### src/hdl/fpm_pkg.sv
// Shared types and constants for the field pair merge frame indexer.
package fpm_pkg;

	// Depth of the result queue; two slots are kept free for a two-result item.
	localparam int Q_DEPTH = 4;

	// Configuration register indexes (byte address is 4 * index).
	localparam logic REG_MERGE_ENABLE = 1'b0;

	// One packet descriptor as taken from the input channel.
	typedef struct packed {
		logic [32:0] pts;
		logic [47:0] file_offset;
		logic [23:0] packet_size;
		logic        is_keyframe;
		logic [1:0]  frame_type;
		logic        field_coded;
		logic        bottom_field;
		logic [15:0] field_frame_num;
		logic        end_of_stream;
	} item_t;

	// One frame record as sent on the output channel.
	typedef struct packed {
		logic [31:0] frame_index;
		logic [31:0] gop_index;
		logic [32:0] out_pts;
		logic [47:0] out_offset;
		logic [24:0] out_size;
		logic [1:0]  out_type;
		logic        out_keyframe;
		logic [31:0] raw_index;
		logic        fields_merged;
		logic        last;
	} res_t;

	// Results produced by one item: count (0..2), first and second record.
	typedef struct packed {
		logic [1:0] n;
		res_t       r0;
		res_t       r1;
	} pair_out_t;

endpackage

### src/hdl/fpm_pair.sv
// Field pairing, pending field register and frame/GOP/raw counters.
module fpm_pair #(
	parameter int FRAME_NUM_BITS = 16,
	parameter int COUNTER_BITS   = 32
) (
	input  logic              clk,
	input  logic              arst_n,
	input  fpm_pkg::item_t    item,
	input  logic              go,
	input  logic              merge_enable,
	output fpm_pkg::pair_out_t res
);
	import fpm_pkg::*;

	localparam logic [COUNTER_BITS-1:0] CNT_MAX = '1;

	// pending top field
	logic                      pend_v_q;
	logic [32:0]               pend_pts_q;
	logic [47:0]               pend_off_q;
	logic [23:0]               pend_size_q;
	logic                      pend_key_q;
	logic [1:0]                pend_type_q;
	logic [FRAME_NUM_BITS-1:0] pend_fnum_q;
	logic [COUNTER_BITS-1:0]   pend_raw_q;

	// running counters
	logic [COUNTER_BITS-1:0] raw_cnt_q;
	logic [COUNTER_BITS-1:0] frame_cnt_q;
	logic [COUNTER_BITS-1:0] gop_cnt_q;

	logic                    match;
	logic                    store;
	logic                    a_val;
	logic                    b_val;
	logic [24:0]             size_a;
	logic [COUNTER_BITS-1:0] frame_a_inc;
	logic [COUNTER_BITS-1:0] frame_b;
	logic [COUNTER_BITS-1:0] frame_b_inc;
	logic [COUNTER_BITS-1:0] frame_next;
	logic [COUNTER_BITS-1:0] gop_a;
	logic [COUNTER_BITS-1:0] gop_base;
	logic [COUNTER_BITS-1:0] gop_b;
	logic [COUNTER_BITS-1:0] gop_next;
	logic [COUNTER_BITS-1:0] raw_next;
	res_t                    res_a;
	res_t                    res_b;

	// pairing decision
	always_comb begin
		match = merge_enable & pend_v_q & item.field_coded & item.bottom_field &
			(item.field_frame_num[FRAME_NUM_BITS-1:0] == pend_fnum_q);
		store = merge_enable & item.field_coded & ~item.bottom_field & ~item.end_of_stream;
		a_val = pend_v_q;
		b_val = ~match & ~store;
		size_a = match ? ({1'b0, pend_size_q} + {1'b0, item.packet_size})
			: {1'b0, pend_size_q};
	end

	// saturating counters, up to two frames per item
	always_comb begin
		raw_next    = (raw_cnt_q == CNT_MAX) ? raw_cnt_q : raw_cnt_q + 1'b1;
		frame_a_inc = (frame_cnt_q == CNT_MAX) ? frame_cnt_q : frame_cnt_q + 1'b1;
		frame_b     = a_val ? frame_a_inc : frame_cnt_q;
		frame_b_inc = (frame_b == CNT_MAX) ? frame_b : frame_b + 1'b1;
		if (b_val) begin
			frame_next = frame_b_inc;
		end else if (a_val) begin
			frame_next = frame_a_inc;
		end else begin
			frame_next = frame_cnt_q;
		end

		gop_a = gop_cnt_q;
		if ((frame_cnt_q != '0) && pend_key_q && (gop_cnt_q != CNT_MAX))
			gop_a = gop_cnt_q + 1'b1;
		gop_base = a_val ? gop_a : gop_cnt_q;
		gop_b = gop_base;
		if ((frame_b != '0) && item.is_keyframe && (gop_base != CNT_MAX))
			gop_b = gop_base + 1'b1;
		gop_next = b_val ? gop_b : gop_base;
	end

	// result records
	always_comb begin
		res_a.frame_index   = 32'(frame_cnt_q);
		res_a.gop_index     = 32'(gop_a);
		res_a.out_pts       = pend_pts_q;
		res_a.out_offset    = pend_off_q;
		res_a.out_size      = size_a;
		res_a.out_type      = pend_type_q;
		res_a.out_keyframe  = pend_key_q;
		res_a.raw_index     = 32'(pend_raw_q);
		res_a.fields_merged = match;
		res_a.last          = ~b_val;

		res_b.frame_index   = 32'(frame_b);
		res_b.gop_index     = 32'(gop_b);
		res_b.out_pts       = item.pts;
		res_b.out_offset    = item.file_offset;
		res_b.out_size      = {1'b0, item.packet_size};
		res_b.out_type      = item.frame_type;
		res_b.out_keyframe  = item.is_keyframe;
		res_b.raw_index     = 32'(raw_cnt_q);
		res_b.fields_merged = 1'b0;
		res_b.last          = 1'b1;

		res.n  = {a_val & b_val, a_val ^ b_val};
		res.r0 = a_val ? res_a : res_b;
		res.r1 = res_b;
	end

	// control state
	always_ff @(posedge clk or negedge arst_n) begin
		if (!arst_n) begin
			pend_v_q    <= 1'b0;
			raw_cnt_q   <= '0;
			frame_cnt_q <= '0;
			gop_cnt_q   <= '0;
		end else if (go) begin
			pend_v_q    <= store;
			raw_cnt_q   <= raw_next;
			frame_cnt_q <= frame_next;
			gop_cnt_q   <= gop_next;
		end
	end

	// pending field payload, loaded when a top field is held
	always_ff @(posedge clk) begin
		if (go && store) begin
			pend_pts_q  <= item.pts;
			pend_off_q  <= item.file_offset;
			pend_size_q <= item.packet_size;
			pend_key_q  <= item.is_keyframe;
			pend_type_q <= item.frame_type;
			pend_fnum_q <= item.field_frame_num[FRAME_NUM_BITS-1:0];
			pend_raw_q  <= raw_cnt_q;
		end
	end

endmodule

### src/hdl/fpm_outq.sv
// Small result queue: takes up to two records a cycle, sends one a cycle while out_ready is high.
module fpm_outq (
	input  logic               clk,
	input  logic               arst_n,
	input  fpm_pkg::pair_out_t push,
	input  logic               push_en,
	output logic               room,
	output logic               out_valid,
	input  logic               out_ready,
	output fpm_pkg::res_t      out_data
);
	import fpm_pkg::*;

	localparam int PTR_W = $clog2(Q_DEPTH);
	localparam logic [PTR_W:0] ROOM_MAX = (PTR_W + 1)'(Q_DEPTH - 2);

	res_t             mem_q [Q_DEPTH];
	logic [PTR_W-1:0] wp_q;
	logic [PTR_W-1:0] rp_q;
	logic [PTR_W:0]   cnt_q;
	logic [1:0]       n_eff;
	logic             pop;
	logic [PTR_W-1:0] wp1;

	always_comb begin
		n_eff     = push_en ? push.n : 2'd0;
		out_valid = (cnt_q != '0);
		pop       = out_valid & out_ready;
		room      = (cnt_q <= ROOM_MAX);
		wp1       = wp_q + 1'b1;
		out_data  = mem_q[rp_q];
	end

	// storage writes
	always_ff @(posedge clk) begin
		for (int i = 0; i < Q_DEPTH; i++) begin
			if ((n_eff != 2'd0) && (PTR_W'(i) == wp_q))
				mem_q[i] <= push.r0;
			if ((n_eff == 2'd2) && (PTR_W'(i) == wp1))
				mem_q[i] <= push.r1;
		end
	end

	// pointers and fill count
	always_ff @(posedge clk or negedge arst_n) begin
		if (!arst_n) begin
			wp_q  <= '0;
			rp_q  <= '0;
			cnt_q <= '0;
		end else begin
			wp_q  <= wp_q + PTR_W'(n_eff);
			if (pop)
				rp_q <= rp_q + 1'b1;
			cnt_q <= cnt_q + (PTR_W + 1)'(n_eff) - (PTR_W + 1)'(pop);
		end
	end

endmodule

### src/hdl/field_pair_merge_frame_indexer_core.sv
// Top level of the field pair merge frame indexer.
//
//   channel | direction | handshake          | beat
//   in      | input     | in_valid/in_ready  | one packet descriptor
//   out     | output    | out_valid/out_ready| one frame record
//   cfg     | input     | APB psel/penable   | merge_enable register at 0x0
//
// One descriptor is accepted per cycle while the queue has room. It sits in
// the input register, then its zero, one or two frame records enter a
// four-entry queue, and out_valid rises once a record is written there.
// An item yielding two records occupies the output for two beats, so the
// queue and its two-free-slots rule set the sustained rate under backpressure.
// Reset clears the pending field, all counters and the queue; merge_enable
// resets to 1.
module field_pair_merge_frame_indexer_core #(
	parameter int FRAME_NUM_BITS = 16,
	parameter int COUNTER_BITS   = 32
) (
	input  logic        clk,
	input  logic        arst_n,
	// packet descriptors
	input  logic        in_valid,
	output logic        in_ready,
	input  logic [32:0] pts,
	input  logic [47:0] file_offset,
	input  logic [23:0] packet_size,
	input  logic        is_keyframe,
	input  logic [1:0]  frame_type,
	input  logic        field_coded,
	input  logic        bottom_field,
	input  logic [15:0] field_frame_num,
	input  logic        end_of_stream,
	// frame records
	output logic        out_valid,
	input  logic        out_ready,
	output logic [31:0] frame_index,
	output logic [31:0] gop_index,
	output logic [32:0] out_pts,
	output logic [47:0] out_offset,
	output logic [24:0] out_size,
	output logic [1:0]  out_type,
	output logic        out_keyframe,
	output logic [31:0] raw_index,
	output logic        fields_merged,
	output logic        last,
	// configuration
	input  logic        psel,
	input  logic        penable,
	input  logic        pwrite,
	input  logic [2:0]  paddr,
	input  logic [31:0] pwdata,
	output logic [31:0] prdata,
	output logic        pready
);
	import fpm_pkg::*;

	logic      merge_q;
	logic      v_s1;
	item_t     item_s1;
	logic      room;
	logic      go;
	logic      in_acc;
	pair_out_t pair_res;
	res_t      out_data;

	// config register
	assign pready = 1'b1;
	always_ff @(posedge clk or negedge arst_n) begin
		if (!arst_n) begin
			merge_q <= 1'b1;
		end else if (psel && penable && pwrite && (paddr[2] == REG_MERGE_ENABLE)) begin
			merge_q <= pwdata[0];
		end
	end
	assign prdata = (paddr[2] == REG_MERGE_ENABLE) ? {31'd0, merge_q} : 32'd0;

	// input register
	assign go       = v_s1 & room;
	assign in_ready = ~v_s1 | go;
	assign in_acc   = in_valid & in_ready;

	always_ff @(posedge clk or negedge arst_n) begin
		if (!arst_n) begin
			v_s1 <= 1'b0;
		end else if (in_acc) begin
			v_s1 <= 1'b1;
		end else if (go) begin
			v_s1 <= 1'b0;
		end
	end

	always_ff @(posedge clk) begin
		if (in_acc) begin
			item_s1.pts             <= pts;
			item_s1.file_offset     <= file_offset;
			item_s1.packet_size     <= packet_size;
			item_s1.is_keyframe     <= is_keyframe;
			item_s1.frame_type      <= frame_type;
			item_s1.field_coded     <= field_coded;
			item_s1.bottom_field    <= bottom_field;
			item_s1.field_frame_num <= field_frame_num;
			item_s1.end_of_stream   <= end_of_stream;
		end
	end

	// pairing and indexing
	fpm_pair #(
		.FRAME_NUM_BITS(FRAME_NUM_BITS),
		.COUNTER_BITS  (COUNTER_BITS)
	) u_pair (
		.clk         (clk),
		.arst_n      (arst_n),
		.item        (item_s1),
		.go          (go),
		.merge_enable(merge_q),
		.res         (pair_res)
	);

	// result queue
	fpm_outq u_outq (
		.clk      (clk),
		.arst_n   (arst_n),
		.push     (pair_res),
		.push_en  (go),
		.room     (room),
		.out_valid(out_valid),
		.out_ready(out_ready),
		.out_data (out_data)
	);

	assign frame_index   = out_data.frame_index;
	assign gop_index     = out_data.gop_index;
	assign out_pts       = out_data.out_pts;
	assign out_offset    = out_data.out_offset;
	assign out_size      = out_data.out_size;
	assign out_type      = out_data.out_type;
	assign out_keyframe  = out_data.out_keyframe;
	assign raw_index     = out_data.raw_index;
	assign fields_merged = out_data.fields_merged;
	assign last          = out_data.last;

endmodule

### config.mk
export PLATFORM = sky130hd
export DESIGN_NAME = field_pair_merge_frame_indexer_core
export DESIGN_NICKNAME = d
export VERILOG_FILES = /design/src/hdl/fpm_pkg.sv /design/src/hdl/fpm_pair.sv /design/src/hdl/fpm_outq.sv /design/src/hdl/field_pair_merge_frame_indexer_core.sv
export SDC_FILE = /design/constraint.sdc
export NUM_CORES = 2
export LEC_CHECK = 0
export BUFFER_PORTS_ARGS = -buffer_cell sky130_fd_sc_hd__buf_2
export CAP_MARGIN = 10
export CORE_ASPECT_RATIO = 1.2
export CORE_MARGIN = 2
export CORE_UTILIZATION = 30
export DETAILED_ROUTE_END_ITERATION = 12
export PLACE_DENSITY_LB_ADDON = 0.25
export SLEW_MARGIN = 20
export SYNTH_ARGS = -nofsm -noshare
export SYNTH_HDL_FRONTEND = slang
export SYNTH_SLANG_ARGS = --single-unit
### constraint.sdc
create_clock -name clk -period 24.3 [get_ports clk]
set_input_delay 2.43 -clock clk [delete_from_list [all_inputs] [get_ports clk]]
set_output_delay 2.43 -clock clk [all_outputs]
set_load 0.05 [all_outputs]
**Word level (Yosys, flattened, before mapping)**

Memory sizes are Yosys's and may differ from the RTL's.
Cells that the tools add are included.

- Register bits: 389
- Bits in latches: 0
- Memory bits (writable): 828
- Memory bits (read-only): 0
- Bits of input ports: 169
- Output and inout port bits: 242
- Word-level logic and storage cells: 143
- Memories kept: 1

Memory list:

| name | words | width | rd ports | clocked after Yosys merged registers in | write ports | line | text |
|---|---|---|---|---|---|---|---|
| u_outq.mem_q | 4 | 207 | 1 | 0 | 2 | fpm_outq.sv:17 | `res_t mem_q [Q_DEPTH];` |

- Add/subtract/negate cells: 11
- Multiply operators: 0
- Div/mod/pow operators: 0
- $lt $le $gt $ge: 1
- Eq/ne operators: 13
- Shifts and indexed selects: 0
- Mux-type cells: 40
- Bitwise gates (word level): 26
- Reductions and logical operators: 26

Operators by type and width:

| cell | count |
|---|---|
| $mux W207 | 7 |
| $reduce_or A207 Y1 | 2 |
| $mux W32 | 8 |
| $add A32 B1 Y32 const B | 5 |
| $eq A32 B32 Y1 const B | 3 |
| $ne A32 B32 Y1 const B | 2 |
| $reduce_bool A32 Y1 | 2 |
| $add A24 B24 Y25 | 1 |
| $mux W25 | 1 |
| $mux W1 | 21 |
| $eq A16 B16 Y1 | 1 |
| $logic_and A1 B1 Y1 | 16 |
| $and A1 B1 Y1 | 12 |
| $eq A2 B2 Y1 const A | 4 |
| $not A1 Y1 | 8 |
| $mux W2 | 3 |
| $or A1 B1 Y1 | 5 |
| $add A2 B1 Y2 const B | 2 |
| $eq A1 B2 Y1 const A | 2 |
| $logic_not A2 Y1 | 2 |
| $reduce_bool A2 Y1 | 2 |
| $add A3 B2 Y3 | 1 |
| $le A3 B2 Y1 const B | 1 |
| $reduce_bool A3 Y1 | 1 |
| other kinds (5) | 5 |

**Logic depth before layout (Yosys ltp)**

- Depth in word-level cells: 15
- Gate-level depth with buffers: 19
- Mapped depth without buffers: 14

**Cells and area by module**

Synthesis repeated with hierarchy kept, for this count alone.

- Cell total of the unflattened synthesis: 4236
- Area, all modules: 63234.4 µm²

Modules (own cells, without submodules):

| module | instances | cells an instance | area each (µm²) | sequential area each (µm²) |
|---|---|---|---|---|
| fpm_outq | 1 | 2048 | 40108.5 | 25039.0 |
| fpm_pair | 1 | 2018 | 18959.4 | 7111.8 |
| field_pair_merge_frame_indexer_core | 1 | 170 | 4166.5 | 3865.0 |

**Least setup slack after synthesis**

No wires, ideal clock.

- Kind: register to register
- Start point: reg u_pair.pend_v_q (netlist: u_pair.a_val)
- End point: mem u_outq.mem_q[1][0] in the netlist's numbering (enable)
- Library setup time: 1070 ps
- Data arrival time: 17419 ps
- Data required time: 23230 ps
- Setup slack: 5810 ps
- Stages on the path, launching flop included: 14
- Path buffers: 4
- Clock period less this slack: 18490 ps
- Path through: dfrtp_1 -> buf_2 -> buf_1 -> nand2_1 -> nor4_1 -> nand3_1 -> nand2b_1 -> clkbuf_1 -> clkinv_1 -> clkbuf_1 -> ha_1 -> nand2b_1 -> nand2_1 -> nor3b_1

RTL lines:

| what | line | text |
|---|---|---|
| start: declaration | fpm_pair.sv:18 | `logic pend_v_q;` |
| start signal: assignment | fpm_pair.sv:121 | `pend_v_q <= store;` |
| end: declaration | fpm_outq.sv:17 |  |

==> metrics.cfg <==
[timing]
setup_tns_ns = 0
setup-violations-final = 0
post-route-period-util = 0.326
rsz0062_at_grt = no
final_max_slew_viol_count = 0
worst_slew_pin_slew_ns = 1.17
whs_ns = 0.439
hold_viol = 0
skew_ns = 0.0480
max_freq_ghz = 0.126
fin_crit_ns = 7.93
max-slew-margin-rel = 0.217

[global_routing]
grt_pass1_wl_mm = 293
globalRouteOverflowTotal = 0
grt_pass1_vias = 42900
grt_max_degree = 126
gr-usage-all-layers = 0.191
antenna_found_initial = 27

[floorplan]
die_w_um = 414
start_util = 0.302
rows = 180
coreArea_um2 = 200000
die_area_um2 = 205000
die-height_um = 496
io_pins = 411

[power_and_ir_drop]
netSwitchingPower_mw = 3.54
ir_drop_mv = 0.0930
intPower_mw = 4.86
power_frac_clock = 0.253
p_per_area_nw_per_um2 = 121
swShare = 0.421
combPwrFrac = 0.389
p_seq_frac = 0.358
total_power_mw = 8.40
leakagePower_nw = 25.0

[logic_synthesis]
yosys.area.top_type = edfxtp_1
synthTopCellsByArea = edfxtp_1, nand2_1, mux4_2
synth_cell_types = 105
ys_ff_latch = 1217
synth_edf_count = 1108
ys_warn_count = 0
seq_area_frac_synth = 0.594
avgSynthCellArea_um2 = 11.8
ys.flop_type = edfxtp_1
syn_inst = 5129
async_reset_ff_frac = 0.0871
netlist_area_um2 = 60600
yosysTopAreaCellShare = 0.549

[drt]
vias = 43100
drtIter0Drc = 4104
wirelength_mm = 200
viasPerCell = 5.33
ant_nets = 0
drc = 0
dr.pass1.iters = 5
wl_per_cell_um = 24.7

[critical_path]
cp.arrival_ns = 8.46
reg2reg_setup_slack_ns = 16.37
end_kind = register
worst-path-max-fanout = 62
crit_type = reg -> reg
start_kind = register
crit_required_ns = 24.83

[clock_network]
clk_pin_slew_ns = 0.06
cts_root_buffer = clkbuf_16
cts_tree = yes
cts_made_buffers = 144
clk_path_buf_depth = 3
cts_hold_buf = 0
h-tree-depth = 4
clock-sinks = 1217
clkLatencyLatePin_ns = 0.82
post_cts_buffers = 0
cts_resized = 0

[flow_run]
cap_viol_max_count = 0

[placement]
hpwl_mm = 120
routabilityCongestion = 0.920
dp_cells = 7821
io_buffers = 345

[finish]
fillerInstances = 19800
mostFrequentLayoutCells = nand2_1, edfxtp_1, buf_2
seqCellArea_um2 = 36000
layout_commonest_cell = nand2_1
multiInputGateArea_um2 = 22900
synthToLayoutAreaGrowth_pct = 14.5
drive_above_1_share = 0.171
fin_cells = 8092
fin_nets = 5534

[status]
status = finished, final reports clean

[min_path]
min_path_type = reg -> reg

==> kinds of logic after synthesis <==
family,share of synthesized area
and+or+nand+nor,0.156
DFF,0.594
other,0.000124
buffers and inverters,0.0319
xor gates and xnor gates,0.0430
AOI/OAI and AO/OA,0.0828
muxes,0.0837
adders and majority gates,0.00789
==> stage by stage <==
| stage | worst slack [ns] | utilization | instance area (um2) |
|---|---|---|---|
| after CTS | 16.33 | 0.346 | 69300 |
| after global routing | 15.93 | 0.346 | 69300 |
| after detailed placement | 16.35 | 0.323 | 64700 |
| final | 16.37 | 0.346 | 69300 |
| after floorplan | 5.81 | - | 60700 |
| after global placement | 16.37 | 0.323 | 64700 |
==> synthesized netlist by cell type (all sizes together) (6+ instances only) <==
cell	count
o21ai	236
and3	40
nand3	101
a211oi	19
o211ai	24
xnor2	198
and2	21
o31ai	39
o22ai	70
nor2b	14
nand2	1427
a22o	119
clkbuf	261
or4	11
nor4	59
nor4b	9
a211o	8
mux4	207
a21o	12
a31oi	23
or2	13
mux2i	36
buf	144
nand4b	6
o2111ai	6
xor2	97
inv	36
nand3b	9
a21oi	103
nor3b	15
nand4	55
edfxtp	1108
o21a	9
and4	9
nand2b	15
or3	32
a2111oi	6
nor2	218
o41ai	9
nor3	72
dfrtp	105
ha	35
==> flip-flops by register name, indices dropped and copies added, names as in the netlist, 32 cells and up <==
name and cells:
item_s1 127, u_pair.pend_pts_q 33, u_outq.mem_q 828, u_pair.pend_off_q 48, u_pair.gop_cnt_q 32, u_pair.pend_raw_q 32, u_pair.raw_cnt_q 32, u_pair.frame_cnt_q 32
==> worst max-delay path, stage by stage, from the launching register on <==
cell and delay [ns]:
edfxtp_1 0.41, xnor2_1 0.16, nand4_1 0.11, nor4_1 0.40, nand3_1 0.70, nand2b_1 0.27, buf_4 0.47, clkinv_1 0.84
ha_1 0.67, nand2b_1 0.21, nor2_1 0.17, nand3_1 0.19, buf_4 0.34, nand2_4 0.45, buf_4 0.73, buf_4 0.93
a31oi_1 0.21, xnor2_1 0.18
==> per-layer routing <==
metal	GRT usage	vias up	part of all wire	wire [um]
met5	0	-	0.00058	115
met3	0.0462	297	0.079	15800
li1	-	19200	-	-
met1	0.250	21900	0.42	84700
met4	0.0506	20	0.022	4340
met2	0.315	1717	0.48	95100
==> final cells by class <==
cell class | count | area share
Antenna cell | 13 | 0.000469
Timing Repair Buffer | 428 | 0.0345
Inverter | 40 | 0.00227
Multi-Input combinational cell | 3497 | 0.330
Clock buffer | 205 | 0.0578
Clock inverter | 53 | 0.00810
Sequential cell | 1217 | 0.519
Tap cell | 2639 | 0.0476
==> final timing paths <==
| path | from | end | cells past startpoint |
|---|---|---|---|
| setup / recovery | item_s1[7] | u_outq.mem_q[0][145] | 17 |
| setup reg to reg | item_s1[7] | u_outq.mem_q[0][145] | 17 |
| hold / removal | item_s1[8] | u_pair.pend_fnum_q[7] | 0 |
| max in group asynchronous | arst_n | u_pair.raw_cnt_q[10] | 3 |
| min in group asynchronous | arst_n | u_pair.frame_cnt_q[16] | 1 |
| hold reg to reg | item_s1[8] | u_pair.pend_fnum_q[7] | 0 |
==> power by group through the flow <==
stage               Sequential (mW)  Combinational (mW)  Clock, mW
floorplan                      3.06                2.29          0
global placement               3.04                3.30          0
detailed placement             3.06                3.30          0
CTS                            3.01                3.31       2.17
global route                   3.05                3.46       2.25
finish                         3.01                3.26       2.12
Power figures use the tool's default switching activity.
